### src/hdl/rrsp_pkg.sv
// Package for the reply stream parser: phase and command types, event and
// element codes, character constants. No dependencies.
package rrsp_pkg;

    localparam int MAX_RESULTS = 10;

    localparam logic [2:0] EV_DATA  = 3'd0;
    localparam logic [2:0] EV_DONE  = 3'd1;
    localparam logic [2:0] EV_OPEN  = 3'd2;
    localparam logic [2:0] EV_CLOSE = 3'd3;
    localparam logic [2:0] EV_ERROR = 3'd4;

    localparam logic [2:0] TY_SIMPLE = 3'd0;
    localparam logic [2:0] TY_ERROR  = 3'd1;
    localparam logic [2:0] TY_ASK    = 3'd2;
    localparam logic [2:0] TY_MOVED  = 3'd3;
    localparam logic [2:0] TY_INT    = 3'd4;
    localparam logic [2:0] TY_BULK   = 3'd5;
    localparam logic [2:0] TY_NULL   = 3'd6;
    localparam logic [2:0] TY_ARRAY  = 3'd7;

    localparam logic [2:0] PFX_START = 3'd0;
    localparam logic [2:0] PFX_A     = 3'd1;
    localparam logic [2:0] PFX_AS    = 3'd2;
    localparam logic [2:0] PFX_M     = 3'd3;
    localparam logic [2:0] PFX_MO    = 3'd4;
    localparam logic [2:0] PFX_MOV   = 3'd5;
    localparam logic [2:0] PFX_MOVE  = 3'd6;
    localparam logic [2:0] PFX_DONE  = 3'd7;

    localparam logic [7:0] C_PLUS  = 8'h2B;
    localparam logic [7:0] C_MINUS = 8'h2D;
    localparam logic [7:0] C_COLON = 8'h3A;
    localparam logic [7:0] C_DOLL  = 8'h24;
    localparam logic [7:0] C_STAR  = 8'h2A;
    localparam logic [7:0] C_CR    = 8'h0D;
    localparam logic [7:0] C_LF    = 8'h0A;
    localparam logic [7:0] C_0     = 8'h30;
    localparam logic [7:0] C_9     = 8'h39;
    localparam logic [7:0] C_UA    = 8'h41;
    localparam logic [7:0] C_US    = 8'h53;
    localparam logic [7:0] C_UK    = 8'h4B;
    localparam logic [7:0] C_UM    = 8'h4D;
    localparam logic [7:0] C_UO    = 8'h4F;
    localparam logic [7:0] C_UV    = 8'h56;
    localparam logic [7:0] C_UE    = 8'h45;
    localparam logic [7:0] C_UD    = 8'h44;

    typedef enum logic [5:0] {
        PH_IDLE    = 6'b000001,
        PH_LINE    = 6'b000010,
        PH_INT     = 6'b000100,
        PH_BULK    = 6'b001000,
        PH_BULK_CR = 6'b010000,
        PH_BULK_LF = 6'b100000
    } t_phase;

    typedef enum logic [2:0] {
        CK_DATA,
        CK_FINISH,
        CK_OPEN,
        CK_FAIL,
        CK_ABORT
    } t_cmd_kind;

    typedef struct packed {
        t_cmd_kind   kind;
        logic [2:0]  ety;
        logic [7:0]  byt;
        logic [63:0] val;
        logic        cr;
        logic        has_byte;
    } t_cmd;

endpackage

### src/hdl/rrsp_if.sv
// Channel interfaces of the reply stream parser: input bytes and events.
// Depends on nothing.
interface rrsp_in_if;
    logic       valid;
    logic       ready;
    logic [7:0] in_byte;
    logic       abort;
    modport source (output valid, in_byte, abort, input ready);
    modport sink (input valid, in_byte, abort, output ready);
endinterface

interface rrsp_out_if;
    logic               valid;
    logic               ready;
    logic [2:0]         event_res;
    logic [2:0]         elem_type;
    logic [7:0]         data_byte;
    logic signed [63:0] int_value;
    logic [3:0]         nest_depth;
    logic               reply_end;
    logic               last;
    modport source (output valid, event_res, elem_type, data_byte, int_value,
                    nest_depth, reply_end, last, input ready);
    modport sink (input valid, event_res, elem_type, data_byte, int_value,
                  nest_depth, reply_end, last, output ready);
endinterface

### src/hdl/resp_reply_stream_parser.sv
// Reply stream parser top level: front end, command queue, back end.
// Depends on rrsp_pkg, rrsp_if, rrsp_front, rrsp_queue, rrsp_back.
//
// Usage: reply bytes enter on i_in, one byte per beat; abort set on a beat
// drops any partial reply and gives no event. Events leave on o_out, each
// beat one event (data byte, element done, array opened or closed, protocol
// error); last marks the final event caused by one input byte.
// An event passes through the command queue and the output register after
// its byte is accepted. Throughput: one byte per cycle while the queue is not
// full; the back end gives the events of a byte one at a time (a CR resolved
// as text, then its byte; an element done, then each array that it closes).
// A four-beat command queue between front and back end lets bytes keep
// arriving while the back end walks closing arrays.
// Reset: synchronous, active low; parser idle, no open arrays, no events.
// When the receiver stalls the output register holds its event, the back
// end stops, and once the queue fills i_in.ready drops.
module resp_reply_stream_parser
    import rrsp_pkg::*;
#(
    parameter int MAX_DEPTH  = 8,
    parameter int COUNT_BITS = 32
) (
    input  logic       i_clk,
    input  logic       i_rst_n,
    rrsp_in_if.sink    i_in,
    rrsp_out_if.source o_out
);

    t_cmd                           cmd;
    logic                           cmd_valid;
    t_cmd                           head;
    logic                           q_empty;
    logic                           q_full;
    logic                           pop;
    logic [$clog2(MAX_DEPTH+1)-1:0] depth;

    rrsp_front #(.COUNT_BITS(COUNT_BITS)) u_front (
        .i_clk       (i_clk),
        .i_rst_n     (i_rst_n),
        .i_in        (i_in),
        .i_full      (q_full),
        .o_cmd_valid (cmd_valid),
        .o_cmd       (cmd)
    );

    rrsp_queue u_queue (
        .i_clk   (i_clk),
        .i_rst_n (i_rst_n),
        .i_push  (cmd_valid),
        .i_cmd   (cmd),
        .i_pop   (pop),
        .o_head  (head),
        .o_empty (q_empty),
        .o_full  (q_full)
    );

    rrsp_back #(.MAX_DEPTH(MAX_DEPTH), .COUNT_BITS(COUNT_BITS)) u_back (
        .i_clk   (i_clk),
        .i_rst_n (i_rst_n),
        .i_head  (head),
        .i_empty (q_empty),
        .o_pop   (pop),
        .o_depth (depth),
        .o_out   (o_out)
    );

    a_no_overflow: assert property (@(posedge i_clk) disable iff (!i_rst_n)
        cmd_valid |-> !q_full)
        else $error("command pushed into full queue");

    a_depth_bound: assert property (@(posedge i_clk) disable iff (!i_rst_n)
        depth <= ($clog2(MAX_DEPTH+1))'(MAX_DEPTH))
        else $error("array stack deeper than limit");

    a_error_shape: assert property (@(posedge i_clk) disable iff (!i_rst_n)
        (o_out.valid && o_out.event_res == EV_ERROR) |->
            (o_out.nest_depth == 4'd0 && o_out.int_value == 64'sd0 && o_out.last))
        else $error("malformed protocol error event");

    a_no_pop_empty: assert property (@(posedge i_clk) disable iff (!i_rst_n)
        pop |-> !q_empty)
        else $error("pop from empty queue");

endmodule

### src/hdl/rrsp_front.sv
// Front end: classifies each byte, parses numbers and text, and issues
// commands to the back end. Depends on rrsp_pkg and rrsp_in_if.
module rrsp_front
    import rrsp_pkg::*;
#(
    parameter int COUNT_BITS = 32
) (
    input  logic        i_clk,
    input  logic        i_rst_n,
    rrsp_in_if.sink     i_in,
    input  logic        i_full,
    output logic        o_cmd_valid,
    output t_cmd        o_cmd
);

    t_phase                r_phase, n_phase;
    logic [2:0]            r_ty, n_ty;
    logic [63:0]           r_acc, n_acc;
    logic                  r_neg, n_neg;
    logic                  r_dig, n_dig;
    logic                  r_pcr, n_pcr;
    logic [2:0]            r_pfx, n_pfx;
    logic [COUNT_BITS-1:0] r_brem, n_brem;

    logic        fire;
    logic [7:0]  c;
    logic        is_digit;
    logic [67:0] acc_next;
    logic [67:0] limit;
    logic [63:0] sval;
    logic        fail_now;
    logic        clr;

    assign i_in.ready = !i_full;
    assign fire       = i_in.valid && !i_full;
    assign c          = i_in.in_byte;
    assign is_digit   = (c >= C_0) && (c <= C_9);
    assign acc_next   = {1'b0, r_acc, 3'b000} + {3'b000, r_acc, 1'b0}
                      + {64'd0, 4'(c - C_0)};
    assign limit      = r_neg ? 68'h0_8000_0000_0000_0000 : 68'h0_7FFF_FFFF_FFFF_FFFF;
    assign sval       = r_neg ? (64'd0 - r_acc) : r_acc;

    always_comb begin
        n_phase     = r_phase;
        n_ty        = r_ty;
        n_acc       = r_acc;
        n_neg       = r_neg;
        n_dig       = r_dig;
        n_pcr       = r_pcr;
        n_pfx       = r_pfx;
        n_brem      = r_brem;
        o_cmd_valid = 1'b0;
        o_cmd       = '{kind: CK_DATA, ety: r_ty, byt: c, val: 64'd0,
                        cr: 1'b0, has_byte: 1'b0};
        fail_now    = 1'b0;
        clr         = 1'b0;
        if (fire) begin
            if (i_in.abort) begin
                o_cmd_valid = 1'b1;
                o_cmd.kind  = CK_ABORT;
                clr         = 1'b1;
            end else begin
                unique case (r_phase)
                    PH_IDLE: begin
                        priority if (c == C_PLUS) begin
                            n_phase = PH_LINE;
                            n_ty    = TY_SIMPLE;
                        end else if (c == C_MINUS) begin
                            n_phase = PH_LINE;
                            n_ty    = TY_ERROR;
                            n_pfx   = PFX_START;
                        end else if (c == C_COLON) begin
                            n_phase = PH_INT;
                            n_ty    = TY_INT;
                        end else if (c == C_DOLL) begin
                            n_phase = PH_INT;
                            n_ty    = TY_BULK;
                        end else if (c == C_STAR) begin
                            n_phase = PH_INT;
                            n_ty    = TY_ARRAY;
                        end else begin
                            fail_now = 1'b1;
                        end
                    end
                    PH_LINE: begin
                        if (r_pcr && c == C_LF) begin
                            o_cmd_valid = 1'b1;
                            o_cmd.kind  = CK_FINISH;
                            clr         = 1'b1;
                        end else if (r_pcr) begin
                            // lone CR is text; CR itself ends any prefix match
                            o_cmd_valid    = 1'b1;
                            o_cmd.cr       = 1'b1;
                            o_cmd.has_byte = (c != C_CR);
                            if (r_ty == TY_ERROR) n_pfx = PFX_DONE;
                            n_pcr = (c == C_CR);
                        end else if (c == C_CR) begin
                            n_pcr = 1'b1;
                        end else begin
                            o_cmd_valid    = 1'b1;
                            o_cmd.has_byte = 1'b1;
                            if (r_ty == TY_ERROR && r_pfx != PFX_DONE) begin
                                n_pfx = PFX_DONE;
                                unique case (r_pfx)
                                    PFX_START: begin
                                        if (c == C_UA) n_pfx = PFX_A;
                                        if (c == C_UM) n_pfx = PFX_M;
                                    end
                                    PFX_A:    if (c == C_US) n_pfx = PFX_AS;
                                    PFX_AS:   if (c == C_UK) n_ty = TY_ASK;
                                    PFX_M:    if (c == C_UO) n_pfx = PFX_MO;
                                    PFX_MO:   if (c == C_UV) n_pfx = PFX_MOV;
                                    PFX_MOV:  if (c == C_UE) n_pfx = PFX_MOVE;
                                    PFX_MOVE: if (c == C_UD) n_ty = TY_MOVED;
                                    default:  n_pfx = PFX_DONE;
                                endcase
                            end
                        end
                    end
                    PH_INT: begin
                        if (r_pcr) begin
                            if (c != C_LF || !r_dig) begin
                                fail_now = 1'b1;
                            end else if (r_ty == TY_INT) begin
                                o_cmd_valid = 1'b1;
                                o_cmd.kind  = CK_FINISH;
                                o_cmd.val   = sval;
                                clr         = 1'b1;
                            end else if (r_neg) begin
                                if (r_acc == 64'd1) begin
                                    o_cmd_valid = 1'b1;
                                    o_cmd.kind  = CK_FINISH;
                                    o_cmd.ety   = TY_NULL;
                                    o_cmd.val   = sval;
                                    clr         = 1'b1;
                                end else begin
                                    fail_now = 1'b1;
                                end
                            end else if (r_acc[63:COUNT_BITS] != '0) begin
                                fail_now = 1'b1;
                            end else if (r_ty == TY_BULK) begin
                                n_brem  = r_acc[COUNT_BITS-1:0];
                                n_pcr   = 1'b0;
                                n_phase = (r_acc == 64'd0) ? PH_BULK_CR : PH_BULK;
                            end else if (r_acc == 64'd0) begin
                                o_cmd_valid = 1'b1;
                                o_cmd.kind  = CK_FINISH;
                                clr         = 1'b1;
                            end else begin
                                o_cmd_valid = 1'b1;
                                o_cmd.kind  = CK_OPEN;
                                o_cmd.val   = r_acc;
                                clr         = 1'b1;
                            end
                        end else if (c == C_CR) begin
                            n_pcr = 1'b1;
                        end else if (c == C_MINUS && !r_dig && !r_neg) begin
                            n_neg = 1'b1;
                        end else if (is_digit) begin
                            if (acc_next > limit) begin
                                fail_now = 1'b1;
                            end else begin
                                n_acc = acc_next[63:0];
                                n_dig = 1'b1;
                            end
                        end else begin
                            fail_now = 1'b1;
                        end
                    end
                    PH_BULK: begin
                        o_cmd_valid    = 1'b1;
                        o_cmd.ety      = TY_BULK;
                        o_cmd.has_byte = 1'b1;
                        n_brem         = r_brem - COUNT_BITS'(1);
                        if (r_brem == COUNT_BITS'(1)) n_phase = PH_BULK_CR;
                    end
                    PH_BULK_CR: begin
                        if (c == C_CR) n_phase = PH_BULK_LF;
                        else fail_now = 1'b1;
                    end
                    PH_BULK_LF: begin
                        if (c == C_LF) begin
                            o_cmd_valid = 1'b1;
                            o_cmd.kind  = CK_FINISH;
                            o_cmd.ety   = TY_BULK;
                            o_cmd.val   = r_acc;
                            clr         = 1'b1;
                        end else begin
                            fail_now = 1'b1;
                        end
                    end
                    default: fail_now = 1'b1;
                endcase
            end
            if (fail_now) begin
                o_cmd_valid = 1'b1;
                o_cmd.kind  = CK_FAIL;
                clr         = 1'b1;
            end
            if (clr) begin
                n_phase = PH_IDLE;
                n_ty    = TY_SIMPLE;
                n_acc   = 64'd0;
                n_neg   = 1'b0;
                n_dig   = 1'b0;
                n_pcr   = 1'b0;
                n_pfx   = PFX_START;
                n_brem  = '0;
            end
        end
    end

    always_ff @(posedge i_clk) begin
        if (!i_rst_n) begin
            r_phase <= PH_IDLE;
            r_ty    <= TY_SIMPLE;
            r_acc   <= 64'd0;
            r_neg   <= 1'b0;
            r_dig   <= 1'b0;
            r_pcr   <= 1'b0;
            r_pfx   <= PFX_START;
            r_brem  <= '0;
        end else begin
            r_phase <= n_phase;
            r_ty    <= n_ty;
            r_acc   <= n_acc;
            r_neg   <= n_neg;
            r_dig   <= n_dig;
            r_pcr   <= n_pcr;
            r_pfx   <= n_pfx;
            r_brem  <= n_brem;
        end
    end

endmodule

### src/hdl/rrsp_queue.sv
// Four-entry command queue between front and back end.
// Depends on rrsp_pkg.
module rrsp_queue
    import rrsp_pkg::*;
(
    input  logic i_clk,
    input  logic i_rst_n,
    input  logic i_push,
    input  t_cmd i_cmd,
    input  logic i_pop,
    output t_cmd o_head,
    output logic o_empty,
    output logic o_full
);

    t_cmd       r_mem [4];
    logic [1:0] r_wp, n_wp;
    logic [1:0] r_rp, n_rp;
    logic [2:0] r_cnt, n_cnt;

    assign o_head  = r_mem[r_rp];
    assign o_empty = (r_cnt == 3'd0);
    assign o_full  = (r_cnt == 3'd4);

    always_comb begin
        n_wp  = r_wp + 2'(i_push);
        n_rp  = r_rp + 2'(i_pop);
        n_cnt = r_cnt + 3'(i_push) - 3'(i_pop);
    end

    always_ff @(posedge i_clk) begin
        if (i_push) r_mem[r_wp] <= i_cmd;
    end

    always_ff @(posedge i_clk) begin
        if (!i_rst_n) begin
            r_wp  <= 2'd0;
            r_rp  <= 2'd0;
            r_cnt <= 3'd0;
        end else begin
            r_wp  <= n_wp;
            r_rp  <= n_rp;
            r_cnt <= n_cnt;
        end
    end

endmodule

### src/hdl/rrsp_back.sv
// Back end: keeps the array stack, turns commands into events, walks closing
// arrays one per cycle unless the output stalls; uses rrsp_pkg, rrsp_out_if.
module rrsp_back
    import rrsp_pkg::*;
#(
    parameter int MAX_DEPTH  = 8,
    parameter int COUNT_BITS = 32
) (
    input  logic                          i_clk,
    input  logic                          i_rst_n,
    input  t_cmd                          i_head,
    input  logic                          i_empty,
    output logic                          o_pop,
    output logic [$clog2(MAX_DEPTH+1)-1:0] o_depth,
    rrsp_out_if.source                    o_out
);

    localparam int DW = $clog2(MAX_DEPTH + 1);
    localparam int IW = (MAX_DEPTH > 1) ? $clog2(MAX_DEPTH) : 1;

    typedef enum logic [2:0] {
        BS_IDLE  = 3'b001,
        BS_BYTE  = 3'b010,
        BS_CLOSE = 3'b100
    } t_bstate;

    t_bstate               r_bs, n_bs;
    t_cmd                  r_cur, n_cur;
    logic [DW-1:0]         r_d, n_d;
    logic [COUNT_BITS-1:0] r_arr [MAX_DEPTH];
    logic [3:0]            r_cnt, n_cnt;
    logic                  r_ov;
    logic [2:0]            r_ev, r_ty;
    logic [7:0]            r_byte;
    logic [63:0]           r_val;
    logic [3:0]            r_nd;
    logic                  r_end, r_last;

    logic                  adv;
    t_cmd                  c;
    logic [3:0]            cnt_cur;
    logic [IW-1:0]         ti;
    logic [COUNT_BITS-1:0] top;
    logic                  has_par;
    logic                  follow;
    logic                  emit;
    logic                  emit_ok;
    logic [2:0]            e_ev, e_ty;
    logic [7:0]            e_byte;
    logic [63:0]           e_val;
    logic [DW-1:0]         e_d;
    logic                  e_end, e_last;
    logic                  wr_top, wr_new;

    assign adv     = !r_ov || o_out.ready;
    assign c       = (r_bs == BS_IDLE) ? i_head : r_cur;
    assign cnt_cur = (r_bs == BS_IDLE) ? 4'd0 : r_cnt;
    assign ti      = (r_bs == BS_CLOSE) ? IW'(r_d - DW'(2)) : IW'(r_d - DW'(1));
    assign top     = r_arr[ti];
    assign has_par = (r_bs == BS_CLOSE) ? (r_d > DW'(1)) : (r_d != '0);
    assign follow  = has_par && (top == COUNT_BITS'(1));
    assign emit_ok = emit && (cnt_cur < 4'(MAX_RESULTS));
    assign o_depth = r_d;

    always_comb begin
        n_bs   = r_bs;
        n_cur  = r_cur;
        n_d    = r_d;
        n_cnt  = r_cnt;
        o_pop  = 1'b0;
        emit   = 1'b0;
        e_ev   = EV_DATA;
        e_ty   = c.ety;
        e_byte = 8'd0;
        e_val  = 64'd0;
        e_d    = r_d;
        e_end  = 1'b0;
        e_last = 1'b1;
        wr_top = 1'b0;
        wr_new = 1'b0;
        if (adv) begin
            unique case (r_bs)
                BS_IDLE: begin
                    if (!i_empty) begin
                        o_pop = 1'b1;
                        n_cur = i_head;
                        unique case (i_head.kind)
                            CK_DATA: begin
                                emit = 1'b1;
                                if (i_head.cr) begin
                                    e_byte = C_CR;
                                    e_last = !i_head.has_byte;
                                    if (i_head.has_byte) n_bs = BS_BYTE;
                                end else begin
                                    e_byte = i_head.byt;
                                end
                            end
                            CK_FINISH: begin
                                emit   = 1'b1;
                                e_ev   = EV_DONE;
                                e_val  = i_head.val;
                                e_end  = (r_d == '0);
                                e_last = !follow;
                                wr_top = has_par;
                                if (follow) n_bs = BS_CLOSE;
                            end
                            CK_OPEN: begin
                                emit = 1'b1;
                                if (r_d >= DW'(MAX_DEPTH)) begin
                                    e_ev   = EV_ERROR;
                                    e_ty   = TY_SIMPLE;
                                    e_byte = i_head.byt;
                                    e_d    = '0;
                                    n_d    = '0;
                                end else begin
                                    e_ev   = EV_OPEN;
                                    e_ty   = TY_ARRAY;
                                    e_val  = i_head.val;
                                    wr_new = 1'b1;
                                    n_d    = r_d + DW'(1);
                                end
                            end
                            CK_FAIL: begin
                                emit   = 1'b1;
                                e_ev   = EV_ERROR;
                                e_ty   = TY_SIMPLE;
                                e_byte = i_head.byt;
                                e_d    = '0;
                                n_d    = '0;
                            end
                            default: n_d = '0;
                        endcase
                    end
                end
                BS_BYTE: begin
                    emit   = 1'b1;
                    e_byte = r_cur.byt;
                    n_bs   = BS_IDLE;
                end
                BS_CLOSE: begin
                    emit   = 1'b1;
                    e_ev   = EV_CLOSE;
                    e_ty   = TY_ARRAY;
                    e_d    = r_d - DW'(1);
                    e_end  = (r_d == DW'(1));
                    e_last = !follow;
                    wr_top = has_par;
                    n_d    = r_d - DW'(1);
                    if (!follow) n_bs = BS_IDLE;
                end
                default: n_bs = BS_IDLE;
            endcase
            n_cnt = emit_ok ? (cnt_cur + 4'd1) : cnt_cur;
        end
    end

    always_ff @(posedge i_clk) begin
        if (wr_top) r_arr[ti] <= top - COUNT_BITS'(1);
        if (wr_new) r_arr[r_d[IW-1:0]] <= i_head.val[COUNT_BITS-1:0];
        if (adv) begin
            r_ev   <= e_ev;
            r_ty   <= e_ty;
            r_byte <= e_byte;
            r_val  <= e_val;
            r_nd   <= 4'(e_d);
            r_end  <= e_end;
            r_last <= e_last || (cnt_cur == 4'(MAX_RESULTS - 1));
        end
    end

    always_ff @(posedge i_clk) begin
        if (!i_rst_n) begin
            r_bs  <= BS_IDLE;
            r_cur <= '{kind: CK_ABORT, ety: 3'd0, byt: 8'd0, val: 64'd0,
                       cr: 1'b0, has_byte: 1'b0};
            r_d   <= '0;
            r_cnt <= 4'd0;
            r_ov  <= 1'b0;
        end else begin
            r_bs  <= n_bs;
            r_cur <= n_cur;
            r_d   <= n_d;
            r_cnt <= n_cnt;
            if (adv) r_ov <= emit_ok;
        end
    end

    assign o_out.valid      = r_ov;
    assign o_out.event_res  = r_ev;
    assign o_out.elem_type  = r_ty;
    assign o_out.data_byte  = r_byte;
    assign o_out.int_value  = r_val;
    assign o_out.nest_depth = r_nd;
    assign o_out.reply_end  = r_end;
    assign o_out.last       = r_last;

endmodule

### src/flat_wrapper.sv
// flat-port wrapper written by rule: the top's interface ports become plain ports
module resp_reply_stream_parser_flat import rrsp_pkg::*;
#(
    parameter int MAX_DEPTH  = 8,
    parameter int COUNT_BITS = 32
)
  (i_clk, i_rst_n, i_in_valid, i_in_in_byte, i_in_abort, i_in_ready, o_out_valid, o_out_event_res, o_out_elem_type, o_out_data_byte, o_out_int_value, o_out_nest_depth, o_out_reply_end, o_out_last, o_out_ready);
  rrsp_in_if i_in_i ();
  rrsp_out_if o_out_i ();
  input  logic i_clk;
  input  logic i_rst_n;
  input wire logic [$bits(i_in_i.valid)-1:0] i_in_valid;
  input wire logic [$bits(i_in_i.in_byte)-1:0] i_in_in_byte;
  input wire logic [$bits(i_in_i.abort)-1:0] i_in_abort;
  output wire logic [$bits(i_in_i.ready)-1:0] i_in_ready;
  output wire logic [$bits(o_out_i.valid)-1:0] o_out_valid;
  output wire logic [$bits(o_out_i.event_res)-1:0] o_out_event_res;
  output wire logic [$bits(o_out_i.elem_type)-1:0] o_out_elem_type;
  output wire logic [$bits(o_out_i.data_byte)-1:0] o_out_data_byte;
  output wire logic [$bits(o_out_i.int_value)-1:0] o_out_int_value;
  output wire logic [$bits(o_out_i.nest_depth)-1:0] o_out_nest_depth;
  output wire logic [$bits(o_out_i.reply_end)-1:0] o_out_reply_end;
  output wire logic [$bits(o_out_i.last)-1:0] o_out_last;
  input wire logic [$bits(o_out_i.ready)-1:0] o_out_ready;
  assign i_in_i.valid = i_in_valid;
  assign i_in_i.in_byte = i_in_in_byte;
  assign i_in_i.abort = i_in_abort;
  assign i_in_ready = i_in_i.ready;
  assign o_out_valid = o_out_i.valid;
  assign o_out_event_res = o_out_i.event_res;
  assign o_out_elem_type = o_out_i.elem_type;
  assign o_out_data_byte = o_out_i.data_byte;
  assign o_out_int_value = o_out_i.int_value;
  assign o_out_nest_depth = o_out_i.nest_depth;
  assign o_out_reply_end = o_out_i.reply_end;
  assign o_out_last = o_out_i.last;
  assign o_out_i.ready = o_out_ready;
  resp_reply_stream_parser #(.MAX_DEPTH(MAX_DEPTH), .COUNT_BITS(COUNT_BITS)) u_core (.i_clk(i_clk), .i_rst_n(i_rst_n), .i_in(i_in_i), .o_out(o_out_i));
endmodule
### config.mk
export PLATFORM = sky130hd
export DESIGN_NAME = resp_reply_stream_parser_flat
export DESIGN_NICKNAME = d
export VERILOG_FILES = /design/src/hdl/rrsp_pkg.sv /design/src/hdl/rrsp_if.sv /design/src/hdl/resp_reply_stream_parser.sv /design/src/hdl/rrsp_front.sv /design/src/hdl/rrsp_queue.sv /design/src/hdl/rrsp_back.sv /design/src/flat_wrapper.sv
export SDC_FILE = /design/constraint.sdc
export NUM_CORES = 2
export LEC_CHECK = 0
export BUFFER_PORTS_ARGS = -buffer_cell sky130_fd_sc_hd__buf_2
export CAP_MARGIN = 30
export CORE_ASPECT_RATIO = 1.2
export CORE_MARGIN = 4
export CORE_UTILIZATION = 60
export CTS_BUF_LIST = sky130_fd_sc_hd__clkbuf_4
export DETAILED_ROUTE_END_ITERATION = 10
export PLACE_DENSITY_LB_ADDON = 0.08
export SLEW_MARGIN = 20
export SYNTH_ARGS = -nofsm -noshare
export SYNTH_HDL_FRONTEND = slang
export SYNTH_SLANG_ARGS = --single-unit
### constraint.sdc
create_clock -name i_clk -period 25.9 [get_ports i_clk]
set_input_delay 3.885 -clock i_clk [delete_from_list [all_inputs] [get_ports i_clk]]
set_output_delay 3.885 -clock i_clk [all_outputs]
set_load 0.01 [all_outputs]
Word level (Yosys, flattened, before mapping) --
Memories as Yosys holds them, arrays and structs flattened. A register that Yosys moved wholly into a read port is not among the register bits. Cells that the tools add are included.
Word-level totals: bits in writable memories 576, bits in registers 291, bits of input ports 13, memories kept 2, output and inout port bits 86, word-level logic and storage cells 413
Cells by class: add/sub/neg operators 14, eq/ne operators 78, magnitude comparators 6, multiplexer cells 236, bitwise logic cells 2, reductions and logical operators 48
Memories:
- u_core.u_queue.r_mem | words 4, bits a word 80, rd ports 1, clocked after Yosys merged registers in 1, wr ports 1, RTL line rrsp_queue.sv:16 | t_cmd r_mem [4];
- u_core.u_back.r_arr | words 8, bits a word 32, rd ports 1, clocked after Yosys merged registers in 0, wr ports 1, RTL line rrsp_back.sv:30 | logic [COUNT_BITS-1:0] r_arr [MAX_DEPTH];
Operators with widths (number):
- two-way mux 64 bit | 20
- two-way mux 32 bit | 9
- one-hot mux 64 bit (2 select lines) | 2
- two-way mux 66 bit | 2
- two-way mux 3 bit | 43
- two-way mux 6 bit | 18
- two-way mux 1 bit | 92
- two-way mux 77 bit | 1
- adder 67 x 65 -> 68 bit | 1
- adder 68 x 4 -> 68 bit | 1
- greater-than comparator 68 x 64 -> 1 bit | 1
- == test 32 x 1 -> 1 bit, second input constant | 2
- == test 64 x 1 -> 1 bit, second input constant | 1
- == test 8 x 7 -> 1 bit, second input constant | 8
- logical NOT 64 bit | 1
- one-hot mux 32 bit (2 select lines) | 1
- subtractor 1 x 64 -> 64 bit, first input constant | 1
- subtractor 32 x 1 -> 32 bit, second input constant | 2
- inequality test 3 bit, second input constant | 18
- one-hot mux 3 bit (2 select lines) | 8
- == test 8 x 6 -> 1 bit, second input constant | 5
- two-way mux 4 bit | 8
- one-hot mux 4 bit (2 select lines) | 4
- nonzero test 32 bit | 1
- 63 further kinds | 134

Longest topological paths before layout --
depth after elaboration 15, gate-level depth with buffers 31, gate-level depth less buffers 31

By module --
Synthesis repeated with hierarchy kept, for this count alone.
Second synthesis, totals: cell total of the unflattened synthesis 3710, area, all modules 42673.4 um2
Modules (own cells, without submodules):
- rrsp_back | times used 1, cells each 1086, sequential area each 10670.2 um2, area an instance 15668.8 um2
- rrsp_front | times used 1, cells each 2173, sequential area each 2222.1 um2, area an instance 15028.2 um2
- rrsp_queue | times used 1, cells each 451, sequential area each 9749.4 um2, area an instance 11976.5 um2

Worst setup path after synthesis --
Ideal clock, no wire load.
kind input to register, start input i_in_in_byte[3], end memory u_core.u_queue.r_mem[1][0] in the netlist's numbering (enable), buffers on the path 0, required time 25267 ps, library setup time 633 ps, cell stages on the path 23, path slack 10184 ps, data arrival time 15083 ps, cell sequence fa_1 > inv_1 > fa_1 > nand2b_1 > a21oi_1 > o21ai_0 > o311ai_0 > a21oi_1 > o21ai_0 > a31oi_1 > nor2_1 > o221ai_1 > xnor2_1 > ha_1 > nand3_1 > or4_1 > nor4_1 > o41ai_1 > a21oi_1 > a2111oi_2 > a31oi_1 > o21ai_1 > nor3b_1
On the way: word-level cells in the longest chain between the ends 15, elaborated cells between the ends (all ways) 45, classes of those cells add/sub (2); order compare (3); eq/ne (8); mux (27); reduce/logical (5)
RTL lines:
- start: declaration | RTL line flat_wrapper.sv:13 | input wire logic [$bits(i_in_i.in_byte)-1:0] i_in_in_byte;
- subtractor 4 x 1 -> 4 bit | RTL line rrsp_front.sv:39 | + {64'd0, 4'(c - C_0)};
- adder 68 x 4 -> 68 bit | RTL line rrsp_front.sv:39
- greater-than comparator 68 x 64 -> 1 bit | RTL line rrsp_front.sv:160 | if (acc_next > limit) begin
- two-way mux 1 bit | RTL line rrsp_front.sv:160
- two-way mux 1 bit | RTL line rrsp_front.sv:159 | end else if (is_digit) begin
- two-way mux 1 bit | RTL line rrsp_front.sv:157 | end else if (c == C_MINUS && !r_dig && !r_neg) begin
- two-way mux 1 bit | RTL line rrsp_front.sv:155 | end else if (c == C_CR) begin
- two-way mux 1 bit | RTL line rrsp_front.sv:121 | if (r_pcr) begin
- one-hot mux 1 bit (5 select lines) | RTL line rrsp_front.sv:63 | unique case (r_phase)
- two-way mux 1 bit | RTL line rrsp_front.sv:58 | if (i_in.abort) begin
- two-way mux 1 bit | RTL line rrsp_front.sv:57 | if (fire) begin
- two-way mux 1 bit * | RTL line rrsp_front.sv:195 | if (fail_now) begin
- two-way mux 1 bit * | RTL line rrsp_front.sv:57
- two-way mux 1 bit * | RTL line rrsp_queue.sv:32 | if (i_push) r_mem[r_wp] <= i_cmd;
- two-way mux 1 bit (not written as such) * | RTL line rrsp_queue.sv:32
- end: declaration | RTL line rrsp_queue.sv:16
Mark *: on every way between the ends. The rest lies on a longest branch, timed or not. The select of a mux whose other input is x is not followed.

Final worst setup path --
start input i_in_in_byte[3], end register u_core.u_front.r_acc[48]
On the way: word-level cells in the longest chain between the ends 15, elaborated cells between the ends (all ways) 58, classes of those cells add/sub (2); order compare (3); eq/ne (13); mux (32); reduce/logical (8)
RTL lines:
- subtractor 4 x 1 -> 4 bit | RTL line rrsp_front.sv:39
- adder 68 x 4 -> 68 bit | RTL line rrsp_front.sv:39
- greater-than comparator 68 x 64 -> 1 bit | RTL line rrsp_front.sv:160
- two-way mux 1 bit | RTL line rrsp_front.sv:160
- two-way mux 1 bit | RTL line rrsp_front.sv:159
- two-way mux 1 bit | RTL line rrsp_front.sv:157
- two-way mux 1 bit | RTL line rrsp_front.sv:155
- two-way mux 1 bit | RTL line rrsp_front.sv:121
- one-hot mux 1 bit (5 select lines) | RTL line rrsp_front.sv:63
- two-way mux 1 bit | RTL line rrsp_front.sv:58
- two-way mux 1 bit | RTL line rrsp_front.sv:57
- two-way mux 1 bit | RTL line rrsp_front.sv:195
- two-way mux 1 bit | RTL line rrsp_front.sv:57
- inequality test 2 x 1 -> 1 bit (no line) or nonzero test 2 bit (tied branches)
- AND reduction 8 bit (no line)
- end signal: assignment | RTL line rrsp_front.sv:226 | r_acc <= n_acc;
- end: declaration | RTL line rrsp_front.sv:18 | logic [63:0] r_acc, n_acc;
Parallel ways exist; a longest one is shown, timed or not. The select of a mux whose other input is x is not followed. A chain may end at the register's enable or synchronous reset.

==> impl_metrics.yaml <==
yosys:
  ys_types: 85
  synthesis.nets: 3603
  synth.area.top_cells: "edfxtp_1, mux4_2, dfxtp_1"
  ys_seq_area_frac: 0.5490
  ys_async_sr_fraction: 0
  ys.warnings.count: 0
  synth_area_um2: 41240
  synth.top_cell.area_share: 0.4806
  synth_ff_type: "edfxtp_1"
  synth_edf_count: 660
  synth_cells: 3377
  synth_seq_cells: 801
  synth.avg_cell_area_um2: 12.21
  yosys.area.top_type: "edfxtp_1"
setup_path:
  cp_slowest_stage_delay_ns: 0.58
  worst-r2r-cell-count: 26
  critical_path_class: "input port to flip-flop"
  crit_family: "compound AO/OA/AOI/OAI gates"
  cp.required_ns: 26.85
  critPathLaunchType: "input port"
  crit_arrival_ns: 12.56
  end_kind: "flip-flop"
  path_buf_inv: 4
  crit_path_frequent_cell: "buf_4"
  slowest_stage: "buf_4"
  critPathMaxFanout: 61
  cp.depth: 28
route:
  detail_route.wl_per_cell_um: 23.56
  routed_wl_um: 108500
  num_vias: 29540
  vias_per_cell: 6.413
  dr.pass1.iters: 7
  drt-initial-drc-count: 2666
  drc: 0
  antenna_left: 0
layout:
  nFillCells: 5198
  layout_common_cells: "edfxtp_1, clkbuf_4, a21oi_1"
  final_common_cell: "edfxtp_1"
  final_nets: 3769
  post-route-util: 0.6661
  syn_to_final_growth_pct: 10.12
  drive_gt1_frac: 0.1762
clocking:
  cts_setup_buffers: 0
  path_clk_slew_ns: 0.07
  cts_resized: 0
  cts_root_buf: "clkbuf_4"
  cts_buffer_depth: 3
  clk-insertion-delay-late_ns: 1.03
  cts_tree: "done"
  numCtsBuffers: 188
  cts_max_level: 4
  hold_buffers: 0
  cts.sinks: 801
timing:
  max_slew_margin: 0.3181
  rsz0062_at_grt: "no"
  fin_skew_ns: 0.06969
  hold_viol_final: 0
  tns_ns: 0
  worst_pin_slew_ns: 1.019
  setup_viol: 0
  max_freq_mhz: 86.12
  finalCriticalPeriod_ns: 11.61
  slew_violations: 0
  post-route-period-util: 0.4484
power:
  vdd_drop_max_uv: 89.66
  combinationalPowerShare: 0.255
  netSwitchingPower_w: 0.001138
  p_clk_frac: 0.280
  swShare: 0.3051
  p_int_w: 0.002592
  leakagePower_nw: 17.57
  pwr-share-seq: 0.464
  cellPowerDensity_nw_per_um2: 82.13
place:
  gp_congestion: 0.9323
  port_buffers: 98
  dpl.hpwl_um: 75440
global_routing:
  grt_max_degree: 95
  grt_util_all_layers: 0.2966
  grt-ovfl-total: 0
  grt_pass1_wl_um: 167100
  grt_pass1_vias: 29610
  antenna_found_initial: 2
run:
  maxCapViolations: 0
floorplanning:
  die_h_um: 295.2
  row_count: 105
  die_w_um: 247.3
  pin_count: 99
  initial_core_util: 0.6048
  coreArea_um2: 68180
  dieArea_um2: 73010
min_path:
  min_path_cells: 2
  holdCritPathClass: "flip-flop to flip-flop"
outcome:
  status: "complete, no violations"
per-layer routing:
metal | up-vias | track usage | routed length (um)
li1 | 13600 | - | -
met1 | 14500 | 0.3563 | 41370
met2 | 1172 | 0.5249 | 56170
met3 | 274 | 0.05479 | 6372
met4 | 0 | 0.1274 | 4600
met5 | - | 0 | 0
worst paths after layout:
| kind | startpoint | endpoint | slack, ns |
|---|---|---|---|
| min | u_core.u_back.r_cur[68]$_SDFFE_PN0P_ | u_core.u_back.r_cur[68]$_SDFFE_PN0P_ | 0.46 |
| min reg2reg | u_core.u_back.r_cur[68]$_SDFFE_PN0P_ | u_core.u_back.r_cur[68]$_SDFFE_PN0P_ | 0.46 |
| max reg2reg | u_core.u_front.r_acc[28]$_SDFFE_PN0P_ | u_core.u_front.r_acc[48]$_SDFFE_PN0P_ | 16.66 |
| max | i_in_in_byte[3] | u_core.u_front.r_acc[48]$_SDFFE_PN0P_ | 14.29 |
cells by family (layout without fill, tap and decap cells):
family | after synthesis | after routing | synth area share
buf+inv | 238 | 556 | 0.02297
flops | 801 | 801 | 0.5490
mux | 215 | 215 | 0.09111
xor+xnor | 118 | 118 | 0.02506
compound gates | 817 | 817 | 0.1285
other cells | 0 | 2 | 0
simple gates | 975 | 975 | 0.1181
fa+ha+maj | 213 | 213 | 0.06517
synthesized netlist by cell type (17+ instances only):
library cell,count
edfxtp_1,660
nor2_1,259
a21oi_1,251
nand2_1,235
ha_1,210
o21ai_0,155
clkbuf_1,146
dfxtp_1,141
mux4_2,128
and2_1,85
mux2i_1,84
nand3_1,72
nor3_1,70
a22o_1,66
xnor2_1,62
xor2_1,56
inv_1,52
a22oi_1,49
a31oi_1,36
o31ai_1,36
or3_1,34
a21o_1,32
nand4_1,32
nor4_1,30
nor2b_1,28
a211oi_1,24
buf_2,22
nand2b_1,21
nor3b_1,19
o2bb2ai_1,19
or4_1,18
a311oi_1,17
final cells by class:
type                            instances  area (um^2)  area share
Timing Repair Buffer                  160         1096     0.02413
Sequential cell                       801        22650      0.4988
Multi-Input combinational cell       2338        17810      0.3921
Clock buffer                          270         2027     0.04463
Tap cell                              909         1137     0.02504
Clock inverter                         72        486.7     0.01072
Inverter                               54        202.7    0.004463
Antenna cell                            2        5.005   0.0001102
metrics by stage:
| step | setup slack (ns) | hold slack [ns] | power, W | cells | area [um^2] |
|---|---|---|---|---|---|
| after floorplan | 10.18 | 0.4242 | 0.002406 | 3377 | 41240 |
| after global placement | 13.61 | 0.4397 | 0.002674 | 4250 | 42670 |
| after detailed placement | 13.33 | 0.4481 | 0.002716 | 4258 | 42830 |
| after CTS | 14.45 | 0.4576 | 0.003764 | 4600 | 45340 |
| after global routing | 13.94 | 0.4827 | 0.003930 | 4606 | 45420 |
| final | 14.29 | 0.4569 | 0.003730 | 4606 | 45420 |
power by group through the flow:
| stage | clock (W) | combinational [W] | sequential, W |
|---|---|---|---|
| 2_1_floorplan | 0 | 0.000622 | 0.00178 |
| 3_3_place_gp | 0 | 0.000913 | 0.00176 |
| 3_5_place_dp | 0 | 0.000946 | 0.00177 |
| 4_1_cts | 0.00107 | 0.000951 | 0.00174 |
| 5_1_grt | 0.00115 | 0.00104 | 0.00174 |
| 6_report | 0.00105 | 0.000952 | 0.00173 |
state kept, by name, indices dropped and copies added, names as in the netlist, 4 cells and up:
| name | flops |
|---|---|
| u_core.u_back.o_depth | 4 |
| u_core.u_front.r_acc | 64 |
| u_core.u_back.r_cnt | 4 |
| u_core.u_back.o_out.nest_depth | 4 |
| u_core.u_back.o_out.int_value | 64 |
| u_core.u_back.r_arr | 256 |
| u_core.u_front.r_phase | 6 |
| u_core.u_back.o_out.data_byte | 8 |
| u_core.u_back.r_cur | 11 |
| u_core.u_front.r_brem | 32 |
| u_core.u_queue.r_mem | 320 |
worst min-delay path, cell delays in order, from the launching register on:
cell,delay (ns)
dfxtp_1,0.31
nand2_1,0.05
a21oi_1,0.05
(Power assumes the default switching activity.)
